--- src/hdl/stream_find_replace_core_assert.svh ---
// ----------------------------------------------------------------------------
// Stream find/replace assertion macros
// Immediate-report concurrent checks, compiled out for synthesis.
// Each macro expects clk and rst_n to be visible at the point of use.
// ----------------------------------------------------------------------------
`ifndef STREAM_FIND_REPLACE_CORE_ASSERT_SVH
`define STREAM_FIND_REPLACE_CORE_ASSERT_SVH

`ifndef SYNTHESIS

// same-cycle implication
`define SFR_ASSERT(label, ante, cons, msg) \
    label: assert property (@(posedge clk) disable iff (!rst_n) (ante) |-> (cons)) \
        else $error(msg);

// next-cycle implication
`define SFR_ASSERT_NEXT(label, ante, cons, msg) \
    label: assert property (@(posedge clk) disable iff (!rst_n) (ante) |=> (cons)) \
        else $error(msg);

`else

`define SFR_ASSERT(label, ante, cons, msg)
`define SFR_ASSERT_NEXT(label, ante, cons, msg)

`endif

`endif

--- src/hdl/sfr_pkg.sv ---
// ----------------------------------------------------------------------------
// sfr_pkg
// Shared widths, register codes, control types and the case fold function.
// ----------------------------------------------------------------------------
`default_nettype none

package sfr_pkg;

    localparam int BYTE_W     = 8;
    localparam int WIN_DEPTH  = 8;   // largest window the pattern field allows
    localparam int REPL_BYTES = 8;   // largest replacement
    localparam int CNT_W      = 4;   // holds 0..15; counts use 0..8
    localparam int CFG_IDX_W  = 3;
    localparam int CFG_DATA_W = 64;

    // configuration register indexes
    typedef enum logic [CFG_IDX_W-1:0] {
        REG_FIND_PATTERN    = CFG_IDX_W'(0),
        REG_FIND_LENGTH     = CFG_IDX_W'(1),
        REG_REPLACE_PATTERN = CFG_IDX_W'(2),
        REG_REPLACE_LENGTH  = CFG_IDX_W'(3),
        REG_IGNORE_CASE     = CFG_IDX_W'(4)
    } sfr_reg_t;

    // broadcast control to every window cell
    typedef struct packed {
        logic write;    // selected cell takes the incoming byte
        logic shift;    // every cell takes its upper neighbor's byte
        logic fold_en;  // compare letters without case
    } sfr_cell_ctl_t;

    // result group handed to the emitter
    typedef struct packed {
        logic                                 valid;
        logic [CNT_W-1:0]                     cnt;
        logic [REPL_BYTES-1:0][BYTE_W-1:0]    data;
    } sfr_load_t;

    // upper-case ASCII to lower case when enabled
    function automatic logic [BYTE_W-1:0] sfr_fold(input logic [BYTE_W-1:0] c,
                                                   input logic              en);
        logic [BYTE_W-1:0] r;
        r = c;
        if (en && (c >= 8'h41) && (c <= 8'h5A))
        begin
            r = c + 8'h20;
        end
        return r;
    endfunction

endpackage

`default_nettype wire

--- src/hdl/sfr_if.sv ---
// ----------------------------------------------------------------------------
// sfr_if
// Valid/ready channels: text input, edited text output, register writes.
// ----------------------------------------------------------------------------
`default_nettype none

interface sfr_in_if import sfr_pkg::*; ();
    logic              valid;
    logic              ready;
    logic [BYTE_W-1:0] in_byte;
    logic              stream_end;

    modport source (output valid, output in_byte, output stream_end, input ready);
    modport sink   (input valid, input in_byte, input stream_end, output ready);
endinterface

interface sfr_out_if import sfr_pkg::*; ();
    logic              valid;
    logic              ready;
    logic [BYTE_W-1:0] out_byte;
    logic              run_last;

    modport source (output valid, output out_byte, output run_last, input ready);
    modport sink   (input valid, input out_byte, input run_last, output ready);
endinterface

interface sfr_cfg_if import sfr_pkg::*; ();
    logic                  valid;
    logic                  ready;
    logic [CFG_IDX_W-1:0]  index;
    logic [CFG_DATA_W-1:0] data;

    modport source (output valid, output index, output data, input ready);
    modport sink   (input valid, input index, input data, output ready);
endinterface

`default_nettype wire

--- src/hdl/sfr_cell.sv ---
// ----------------------------------------------------------------------------
// sfr_cell
// One window position: holds a byte, compares it against its pattern byte
// and passes its view down the chain on a shift.
// ----------------------------------------------------------------------------
`default_nettype none

module sfr_cell import sfr_pkg::*;
(
    input  wire logic              clk,
    input  wire sfr_cell_ctl_t     ctl,
    input  wire logic              sel,        // this cell is the append slot
    input  wire logic              active,     // position lies inside the pattern
    input  wire logic [BYTE_W-1:0] in_byte,
    input  wire logic [BYTE_W-1:0] pat_byte,
    input  wire logic [BYTE_W-1:0] nbr_view,   // view of the next cell up
    input  wire logic              match_in,
    output logic      [BYTE_W-1:0] view,
    output logic                   match_out
);

    logic [BYTE_W-1:0] byte_reg;
    logic [BYTE_W-1:0] byte_next;
    logic              eq;

    // window content including the byte being appended
    assign view = sel ? in_byte : byte_reg;

    // compare and extend the match chain
    assign eq        = (sfr_fold(view, ctl.fold_en) == sfr_fold(pat_byte, ctl.fold_en));
    assign match_out = match_in && (!active || eq);

    // next byte: shift down, append, or hold
    always_comb
    begin
        byte_next = byte_reg;
        if (ctl.shift)
        begin
            byte_next = nbr_view;
        end
        else if (ctl.write && sel)
        begin
            byte_next = in_byte;
        end
    end

    always_ff @(posedge clk)
    begin
        byte_reg <= byte_next;
    end

endmodule

`default_nettype wire

--- src/hdl/sfr_emit.sv ---
// ----------------------------------------------------------------------------
// sfr_emit
// Result queue of up to eight bytes feeding a registered output stage.
// A new group loads when the queue is empty or hands off its last byte.
// ----------------------------------------------------------------------------
`default_nettype none

`include "stream_find_replace_core_assert.svh"

module sfr_emit import sfr_pkg::*;
(
    input  wire logic      clk,
    input  wire logic      rst_n,
    input  wire sfr_load_t ld,
    output logic           can_load,
    sfr_out_if.source      text_out
);

    logic [REPL_BYTES-1:0][BYTE_W-1:0] slot_reg;
    logic [REPL_BYTES-1:0][BYTE_W-1:0] slot_next;
    logic [CNT_W-1:0]                  q_cnt_reg;
    logic [CNT_W-1:0]                  q_cnt_next;
    logic                              ov_reg;
    logic                              ov_next;
    logic [BYTE_W-1:0]                 ob_reg;
    logic [BYTE_W-1:0]                 ob_next;
    logic                              last_reg;
    logic                              last_next;
    logic                              pop;
    logic                              load_go;

    // queue head moves to the output stage when that stage is empty or its byte is taken
    assign pop      = (q_cnt_reg != '0) && (!ov_reg || text_out.ready);
    assign can_load = (q_cnt_reg == '0) || ((q_cnt_reg == CNT_W'(1)) && pop);
    assign load_go  = ld.valid && (ld.cnt != '0);

    // queue update
    always_comb
    begin
        slot_next  = slot_reg;
        q_cnt_next = q_cnt_reg;
        if (load_go)
        begin
            slot_next  = ld.data;
            q_cnt_next = ld.cnt;
        end
        else if (pop)
        begin
            slot_next  = {BYTE_W'(0), slot_reg[REPL_BYTES-1:1]};
            q_cnt_next = q_cnt_reg - CNT_W'(1);
        end
    end

    // output stage update
    always_comb
    begin
        ov_next   = ov_reg;
        ob_next   = ob_reg;
        last_next = last_reg;
        if (pop)
        begin
            ov_next   = 1'b1;
            ob_next   = slot_reg[0];
            last_next = (q_cnt_reg == CNT_W'(1));
        end
        else if (text_out.ready)
        begin
            ov_next = 1'b0;
        end
    end

    // control state
    always_ff @(posedge clk or negedge rst_n)
    begin
        if (!rst_n)
        begin
            q_cnt_reg <= '0;
            ov_reg    <= 1'b0;
        end
        else
        begin
            q_cnt_reg <= q_cnt_next;
            ov_reg    <= ov_next;
        end
    end

    // payload
    always_ff @(posedge clk)
    begin
        slot_reg <= slot_next;
        ob_reg   <= ob_next;
        last_reg <= last_next;
    end

    assign text_out.valid    = ov_reg;
    assign text_out.out_byte = ob_reg;
    assign text_out.run_last = last_reg;

    // checks
    `SFR_ASSERT(a_qcnt_range, 1'b1, q_cnt_reg <= CNT_W'(REPL_BYTES), "queue count out of range")
    `SFR_ASSERT(a_load_room, ld.valid, can_load, "group loaded while queue busy")
    `SFR_ASSERT_NEXT(a_load_count, load_go, q_cnt_reg == $past(ld.cnt), "queue count not loaded")

endmodule

`default_nettype wire

--- src/hdl/stream_find_replace_core.sv ---
// Stream find/replace: an item's results go from the result queue to a registered output stage.
// Items with at most one result are taken one per cycle while the output is ready; an item with n results
// holds the input while the result queue drains, one byte a cycle while the output is ready.
// The window compare is a chain of per-byte cells, one compare step per cell.
// Reset zeroes the configuration registers and empties window and queue; no clearing pass.
// ----------------------------------------------------------------------------
// stream_find_replace_core
// Replaces leftmost non-overlapping occurrences of a byte pattern in a stream.
// ----------------------------------------------------------------------------
`default_nettype none

`include "stream_find_replace_core_assert.svh"

module stream_find_replace_core import sfr_pkg::*;
#(
    parameter int PATTERN_BYTES = 8
)
(
    input  wire logic clk,
    input  wire logic rst_n,
    sfr_cfg_if.sink   cfg,
    sfr_in_if.sink    text_in,
    sfr_out_if.source text_out
);

    localparam int WIN_CELLS = (PATTERN_BYTES < WIN_DEPTH) ? PATTERN_BYTES : WIN_DEPTH;

    // configuration registers
    logic [WIN_DEPTH-1:0][BYTE_W-1:0]  find_reg;
    logic [WIN_DEPTH-1:0][BYTE_W-1:0]  find_next;
    logic [CNT_W-1:0]                  flen_reg;
    logic [CNT_W-1:0]                  flen_next;
    logic [REPL_BYTES-1:0][BYTE_W-1:0] repl_reg;
    logic [REPL_BYTES-1:0][BYTE_W-1:0] repl_next;
    logic [CNT_W-1:0]                  rlen_reg;
    logic [CNT_W-1:0]                  rlen_next;
    logic                              icase_reg;
    logic                              icase_next;

    logic [CNT_W-1:0]                  win_cnt_reg;
    logic [CNT_W-1:0]                  win_cnt_next;

    logic                              cfg_we;
    logic                              accept;
    logic [CNT_W-1:0]                  len;
    logic [CNT_W-1:0]                  rlen;
    logic                              len_zero;
    logic [CNT_W-1:0]                  cnt_eff;
    logic [CNT_W-1:0]                  cnt_inc;
    logic                              full;
    logic                              match;
    logic                              can_load;
    sfr_cell_ctl_t                     ctl;
    sfr_load_t                         ld;

    logic [BYTE_W-1:0]                 view [WIN_CELLS];
    logic [WIN_CELLS:0]                mchain;
    logic [REPL_BYTES-1:0][BYTE_W-1:0] win_data;

    assign cfg.ready    = 1'b1;
    assign cfg_we       = cfg.valid && cfg.ready;
    assign text_in.ready = can_load;
    assign accept       = text_in.valid && text_in.ready;

    // register write decode
    always_comb
    begin
        find_next  = find_reg;
        flen_next  = flen_reg;
        repl_next  = repl_reg;
        rlen_next  = rlen_reg;
        icase_next = icase_reg;
        if (cfg_we)
        begin
            unique case (cfg.index)
                REG_FIND_PATTERN:    find_next  = cfg.data;
                REG_FIND_LENGTH:     flen_next  = cfg.data[CNT_W-1:0];
                REG_REPLACE_PATTERN: repl_next  = cfg.data;
                REG_REPLACE_LENGTH:  rlen_next  = cfg.data[CNT_W-1:0];
                REG_IGNORE_CASE:     icase_next = cfg.data[0];
                default:             ;
            endcase
        end
    end

    // effective lengths
    assign len  = (flen_reg > CNT_W'(WIN_CELLS)) ? CNT_W'(WIN_CELLS) : flen_reg;
    assign rlen = (rlen_reg > CNT_W'(REPL_BYTES)) ? CNT_W'(REPL_BYTES) : rlen_reg;
    assign len_zero = (len == '0);

    // append position and window-full test
    assign cnt_eff = (win_cnt_reg >= len) ? '0 : win_cnt_reg;
    assign cnt_inc = cnt_eff + CNT_W'(1);
    assign full    = (cnt_inc == len);
    assign match   = full && mchain[WIN_CELLS];

    // cell control
    assign ctl.fold_en = icase_reg;
    assign ctl.shift   = accept && !len_zero && full && !match && !text_in.stream_end;
    assign ctl.write   = accept && !len_zero && !ctl.shift;

    // window cells
    assign mchain[0] = 1'b1;
    for (genvar i = 0; i < WIN_CELLS; i++)
    begin : g_cell
        logic [BYTE_W-1:0] nbr;
        if (i == WIN_CELLS - 1)
        begin : g_top
            assign nbr = '0;
        end
        else
        begin : g_mid
            assign nbr = view[i+1];
        end

        sfr_cell u_cell (
            .clk       (clk),
            .ctl       (ctl),
            .sel       (cnt_eff == CNT_W'(i)),
            .active    (CNT_W'(i) < len),
            .in_byte   (text_in.in_byte),
            .pat_byte  (find_reg[i]),
            .nbr_view  (nbr),
            .match_in  (mchain[i]),
            .view      (view[i]),
            .match_out (mchain[i+1])
        );
    end

    // window bytes in order, padded to the queue width
    for (genvar j = 0; j < REPL_BYTES; j++)
    begin : g_wdata
        if (j < WIN_CELLS)
        begin : g_cell_byte
            assign win_data[j] = view[j];
        end
        else
        begin : g_pad
            assign win_data[j] = '0;
        end
    end

    // result group for this item
    always_comb
    begin
        ld.valid = accept;
        ld.cnt   = '0;
        ld.data  = win_data;
        if (len_zero)
        begin
            ld.cnt     = CNT_W'(1);
            ld.data    = '0;
            ld.data[0] = text_in.in_byte;
        end
        else if (match)
        begin
            ld.cnt  = rlen;
            ld.data = repl_reg;
        end
        else if (full)
        begin
            ld.cnt = text_in.stream_end ? len : CNT_W'(1);
        end
        else
        begin
            ld.cnt = text_in.stream_end ? cnt_inc : '0;
        end
    end

    // window fill count
    always_comb
    begin
        win_cnt_next = win_cnt_reg;
        if (cfg_we && (cfg.index == REG_FIND_LENGTH))
        begin
            win_cnt_next = '0;
        end
        else if (accept && !len_zero)
        begin
            if (text_in.stream_end || match)
            begin
                win_cnt_next = '0;
            end
            else if (full)
            begin
                win_cnt_next = cnt_eff;
            end
            else
            begin
                win_cnt_next = cnt_inc;
            end
        end
    end

    always_ff @(posedge clk or negedge rst_n)
    begin
        if (!rst_n)
        begin
            find_reg    <= '0;
            flen_reg    <= '0;
            repl_reg    <= '0;
            rlen_reg    <= '0;
            icase_reg   <= 1'b0;
            win_cnt_reg <= '0;
        end
        else
        begin
            find_reg    <= find_next;
            flen_reg    <= flen_next;
            repl_reg    <= repl_next;
            rlen_reg    <= rlen_next;
            icase_reg   <= icase_next;
            win_cnt_reg <= win_cnt_next;
        end
    end

    // result queue and output stage
    sfr_emit u_emit (
        .clk      (clk),
        .rst_n    (rst_n),
        .ld       (ld),
        .can_load (can_load),
        .text_out (text_out)
    );

    // checks
    `SFR_ASSERT(a_win_bound, 1'b1, (win_cnt_reg == '0) || (win_cnt_reg < len), "window overfull")
    `SFR_ASSERT_NEXT(a_end_flush, accept && text_in.stream_end, win_cnt_reg == '0, "window kept after end")
    `SFR_ASSERT_NEXT(a_shift_cnt, ctl.shift, win_cnt_reg == $past(len) - CNT_W'(1), "bad count after shift")

endmodule

`default_nettype wire
--- src/flat_wrapper.sv ---
// flat-port wrapper written by rule: the top's interface ports become plain ports
module stream_find_replace_core_flat import sfr_pkg::*;
#(
    parameter int PATTERN_BYTES = 8
)
  (clk, rst_n, cfg_valid, cfg_index, cfg_data, cfg_ready, text_in_valid, text_in_in_byte, text_in_stream_end, text_in_ready, text_out_valid, text_out_out_byte, text_out_run_last, text_out_ready);
  sfr_cfg_if cfg_i ();
  sfr_in_if text_in_i ();
  sfr_out_if text_out_i ();
  input  wire logic clk;
  input  wire logic rst_n;
  input wire logic [$bits(cfg_i.valid)-1:0] cfg_valid;
  input wire logic [$bits(cfg_i.index)-1:0] cfg_index;
  input wire logic [$bits(cfg_i.data)-1:0] cfg_data;
  output wire logic [$bits(cfg_i.ready)-1:0] cfg_ready;
  input wire logic [$bits(text_in_i.valid)-1:0] text_in_valid;
  input wire logic [$bits(text_in_i.in_byte)-1:0] text_in_in_byte;
  input wire logic [$bits(text_in_i.stream_end)-1:0] text_in_stream_end;
  output wire logic [$bits(text_in_i.ready)-1:0] text_in_ready;
  output wire logic [$bits(text_out_i.valid)-1:0] text_out_valid;
  output wire logic [$bits(text_out_i.out_byte)-1:0] text_out_out_byte;
  output wire logic [$bits(text_out_i.run_last)-1:0] text_out_run_last;
  input wire logic [$bits(text_out_i.ready)-1:0] text_out_ready;
  assign cfg_i.valid = cfg_valid;
  assign cfg_i.index = cfg_index;
  assign cfg_i.data = cfg_data;
  assign cfg_ready = cfg_i.ready;
  assign text_in_i.valid = text_in_valid;
  assign text_in_i.in_byte = text_in_in_byte;
  assign text_in_i.stream_end = text_in_stream_end;
  assign text_in_ready = text_in_i.ready;
  assign text_out_valid = text_out_i.valid;
  assign text_out_out_byte = text_out_i.out_byte;
  assign text_out_run_last = text_out_i.run_last;
  assign text_out_i.ready = text_out_ready;
  stream_find_replace_core #(.PATTERN_BYTES(PATTERN_BYTES)) u_core (.clk(clk), .rst_n(rst_n), .cfg(cfg_i), .text_in(text_in_i), .text_out(text_out_i));
endmodule
--- config.mk ---
export PLATFORM = sky130hd
export DESIGN_NAME = stream_find_replace_core_flat
export DESIGN_NICKNAME = d
export VERILOG_FILES = /design/src/hdl/sfr_pkg.sv /design/src/hdl/sfr_if.sv /design/src/hdl/sfr_cell.sv /design/src/hdl/sfr_emit.sv /design/src/hdl/stream_find_replace_core.sv /design/src/flat_wrapper.sv
export VERILOG_INCLUDE_DIRS = /design/src /design/src/hdl
export SDC_FILE = /design/constraint.sdc
export NUM_CORES = 1
export LEC_CHECK = 0
export BUFFER_PORTS_ARGS = -buffer_cell sky130_fd_sc_hd__clkbuf_2
export CAP_MARGIN = 40
export CORE_MARGIN = 1
export CORE_UTILIZATION = 45
export DETAILED_ROUTE_END_ITERATION = 16
export SYNTH_ARGS = -nofsm -noshare
export SYNTH_HDL_FRONTEND = slang
export SYNTH_SLANG_ARGS = --single-unit
export TNS_END_PERCENT = 30
--- constraint.sdc ---
create_clock -name clk -period 7.5 [get_ports clk]
set_input_delay 1.5 -clock clk [delete_from_list [all_inputs] [get_ports clk]]
set_output_delay 1.5 -clock clk [all_outputs]
set_load 0.02 [all_outputs]
==> results summary <==
The global placer's final weighted congestion came out at 0.871. The count of buffers added by post-CTS timing repair for setup came out at 0. After filler insertion, the fill cell instance count of the layout stands at 3,085.

The number of instances in the synthesized netlist came out at approximately 1,400. After legalization and detailed placement, the total HPWL measured about 32 mm. The count of routing violations after the opening detailed-route iteration came out at 770. The count of buffers inserted at the top-level ports came out at 91. The count of synthesis-stage warnings from yosys came out at 0.

The worst hold path begins at u_core.u_emit.slot_reg[3]. In the global route stage, overall resource usage came out at 0.246. The routed wire length is 43.6 mm.

The worst setup slack after layout came out at 0.591 ns. The routing usage on met3 came out at 0.0356. The highest ir drop seen on vdd came out at 186 uV.

The number of synthesized flops with an enable pin is between 100 and 150. The count of nets left with antenna violations once routing finished came out at 0. The first element of the critical path is u_core.flen_reg[3].

The share of total power dissipated in combinational logic is 0.273. Of the cells placed in the final design, the portion with a size suffix greater than 1 is 0.280. The synthesized design spends more area on one cell type than any other, namely edfxtp_1. The delay contributed by the slowest stage of the critical path came out at around 0.70 ns.

The final route contains around 11,000 vias. The tool flagged a number of max-cap violations equal to 0. The CTS tree is done. The number of inserted diodes is 0. The number of hold violations in the final report is 0.

The hold-fix buffer count after cts is 0. The register bit count reported by yosys is 283. The minimum hold slack came out at 0.417 ns. Summed over all nets, the switching power comes to 1.74 mW.

The fraction of power spent switching nets is 0.322. The most used flip-flop cell after synthesis is dfrtp_1. The fmax is between 0.1 and 0.15 GHz. For this design the static power due to leakage is 7.40 nW.

For the worst-skew pair, the clock arrives at the later sink with an insertion delay of roughly 0.52 ns. Once layout is done, the placed cells without fillers occupy approximately 18,000 sq um. The die footprint came out at 36,100 sq um. The portion of the post-synthesis area used by sequential elements is 0.484. The cell row count came out at between 60 and 70. Summing all placed instances gives a cell area of between 15,000 and 20,000 sq um. In this run the critical register-to-register path is launched from u_core.flen_reg[3]. The number of ports placed on the die boundary came out at 93.

The required time of the worst setup path is 7.76 ns. The net count after synthesis came out at 1,476. Setup repair after global routing left no endpoint under its margin.

The met2 track utilization from global routing came out at 0.402. The proportion of synthesized flip-flops having asynchronous set or reset came out at 0.516. The signal on the critical path passes through nor2b_1 > ha_1 > nor3b_4 > o21a_1 > nand2_1 > inv_1 > ha_1 > clkinv_1 > o21ai_0 > nand2_1 > ha_1 > a2111oi_0 > a221oi_1 > xor2_1 > nand4_1 > a31oi_1 > o211ai_1 > buf_4 > or3_4 > buf_4 > mux2i_1 > o2bb2ai_1. The cell family contributing the most delay on the critical path is simple AND/OR/NAND/NOR gates. The die extent in y is 190 um. The cell area that synthesis handed to floorplanning was roughly 16,000 sq um. The flow ran to the end, and the final reports show no timing, DRC or antenna violations. The internal power of the cells totals ~3.7 mW. The sequential power share came out at 0.432. The total count of max-transition violations in the final report came out at 0. The horizontal die dimension came out at about 190 um.

The data arrival time of the critical path is about 7 ns. The most common cell in the synthesized netlist is mux2_2. The critical setup path kind is reg2reg.

The via density per instance is a little under 6. The global-route wire length before repair came out at 67.7 mm. The number of distinct library cells after synthesis is 83. The initial antenna violation count came out at 0.

Measured against its own limit, the worst slew margin works out to 0.395. Of all nets on the critical path, the largest fanout is 49. The setup slack at placement came out at approximately 0.67 ns. The number of global-route vias before repair is 11,330.

The category of the worst setup path capture point is a flip-flop. The post-CTS clock slew at the launch and capture registers of the worst setup and hold paths came out at ~0.06 ns. The worst setup path is launched from a flip-flop. The clock network power share is 0.295.

The initial utilization of the core area, before any placement, comes to 0.459. CTS placed an instance of clkbuf_16 at the clock tree root. The final net count is 1,556. The first-pass detailed-route iteration total came out at 5.

After detailed routing, the average wire length per cell comes to 22.6 um. The most repeated library cell on the critical path is ha_1. The total clock buffers created by CTS is 34. The share of synthesized area in the top cell type comes to 0.244. The commonest cells after synthesis are mux2_2 (204), dfrtp_1 (146), edfxtp_1 (129). The number of buffer and inverter stages on the critical path is 4. No sink is reached through more buffers than the 3 on the longest clock path. The worst clock skew on the final layout came out at 0.0166 ns.

The maximum level of the CTS H-tree is 2. The largest net degree at the start of global routing came out at 75. The type of the most critical hold path is reg2reg. The count of clock tree sinks came out at 283.

Global routing finished with a remaining overflow of 0. The average cell area after synthesis came out at 11.6 sq um. For this design, the slowest cell found on the critical path is or3_4.

After detailed routing, the number of remaining DRC violations is 0. For met1 alone, demand over resource in global routing was 0.341. The floorplan step defined a core boundary enclosing 34,600 sq um. The layout-stage area growth over the synthesis result is 12.7%.

The final critical delay including setup and external delays is slightly below 7 ns. In the finished design, the share of the clock period the worst path needs comes to 0.921. In the post-synthesis netlist, the biggest area contributors are edfxtp_1 (24%), dfrtp_1 (23%), mux2_2 (14%).

In this run the most used layer during global routing was met2. The actual slew at the worst max-slew pin came out at 0.895 ns. In this run the power density over the cells is between 300 and 400 nW/um^2. The total of cells resized after clock tree synthesis is 0.

The final total negative setup slack is 0 ns. The final count of negative-setup-slack endpoints came out at 0.
## cells by family (layout without fill, tap and decap cells)
group,count (synthesis),count (layout),synth area share
simple gates,305,305,0.0992
mux,298,298,0.205
flops,283,283,0.484
compound gates,271,271,0.123
buf+inv,121,226,0.0335
xor+xnor,64,64,0.0353
fa+ha+maj,26,26,0.0205
other cells,1,1,0.000236
## placed cells by master, fill, tap and decap left out, types with 6 or more instances in the layout
cell and n:
o41a_1 9, a31oi_1 12, and3_1 7, clkbuf_2 90
nand2_1 87, o2111ai_1 6, o2bb2ai_1 50, nand2b_1 9
nor2_1 63, or4_1 10, xnor2_1 33, nor4b_1 8
buf_4 25, ha_1 26, buf_2 6, clkbuf_16 35
clkinv_2 8, inv_1 39, a211oi_1 14, or3_1 16
or2_2 9, mux2_2 204, a21boi_0 6, nand3_1 14
clkbuf_1 10, o22ai_1 6, dfrtp_1 146, nor3_1 32
o211ai_1 11, a21oi_1 36, a21o_1 6, dfxtp_1 8
edfxtp_1 129, xor2_1 31, nor2b_1 6, nor4_1 9
mux2i_1 89, o31ai_1 6, o21ai_0 64
## stage by stage
| stage | cells | power [mW] | util |
|---|---|---|---|
| after floorplan | 1369 | 3.33 | - |
| final | 1929 | 5.40 | 0.517 |
| after detailed placement | 1868 | 3.83 | 0.487 |
| after CTS | 1929 | 5.44 | 0.517 |
| after global placement | 1859 | 3.80 | 0.484 |
| after global routing | 1929 | 5.68 | 0.517 |
## power groups by stage
stage                     sequential, mW  combinational (mW)  clock [mW]
after floorplan                     2.25                1.08           0
after global placement              2.36                1.45           0
after detailed placement            2.36                1.47           0
after CTS                           2.33                1.48        1.63
after global routing                2.37                1.62        1.69
final                               2.33                1.48        1.59
## routing by layer
metal  vias to the layer above  routed length (um)
met3                        49                2280
li1                       5305                   -
met4                         0                 871
met1                      5724               19800
met2                       324               20700
met5                         -                   0
## worst paths after layout
path	slack, ns	cells after the start	endpoint
max	0.59	22	u_core.u_emit.slot_reg[35]
min	0.42	0	u_core.u_emit.text_out.out_byte[3]
max reg2reg	0.59	22	u_core.u_emit.slot_reg[35]
min reg2reg	0.42	0	u_core.u_emit.text_out.out_byte[3]
max in group asynchronous	5.50	3	u_core.repl_reg[63]
min in group asynchronous	0.99	1	u_core.repl_reg[21]
## area by class of cell
class,count,area [sq um],area share
Tap cell,455,569,0.0318
Sequential cell,283,7690,0.429
Multi-Input combinational cell,965,7700,0.430
Inverter,40,150,0.00838
Clock buffer,47,941,0.0525
Clock inverter,14,125,0.00698
Timing Repair Buffer,125,747,0.0417
Note: power is estimated with default switching activity, not from simulation.
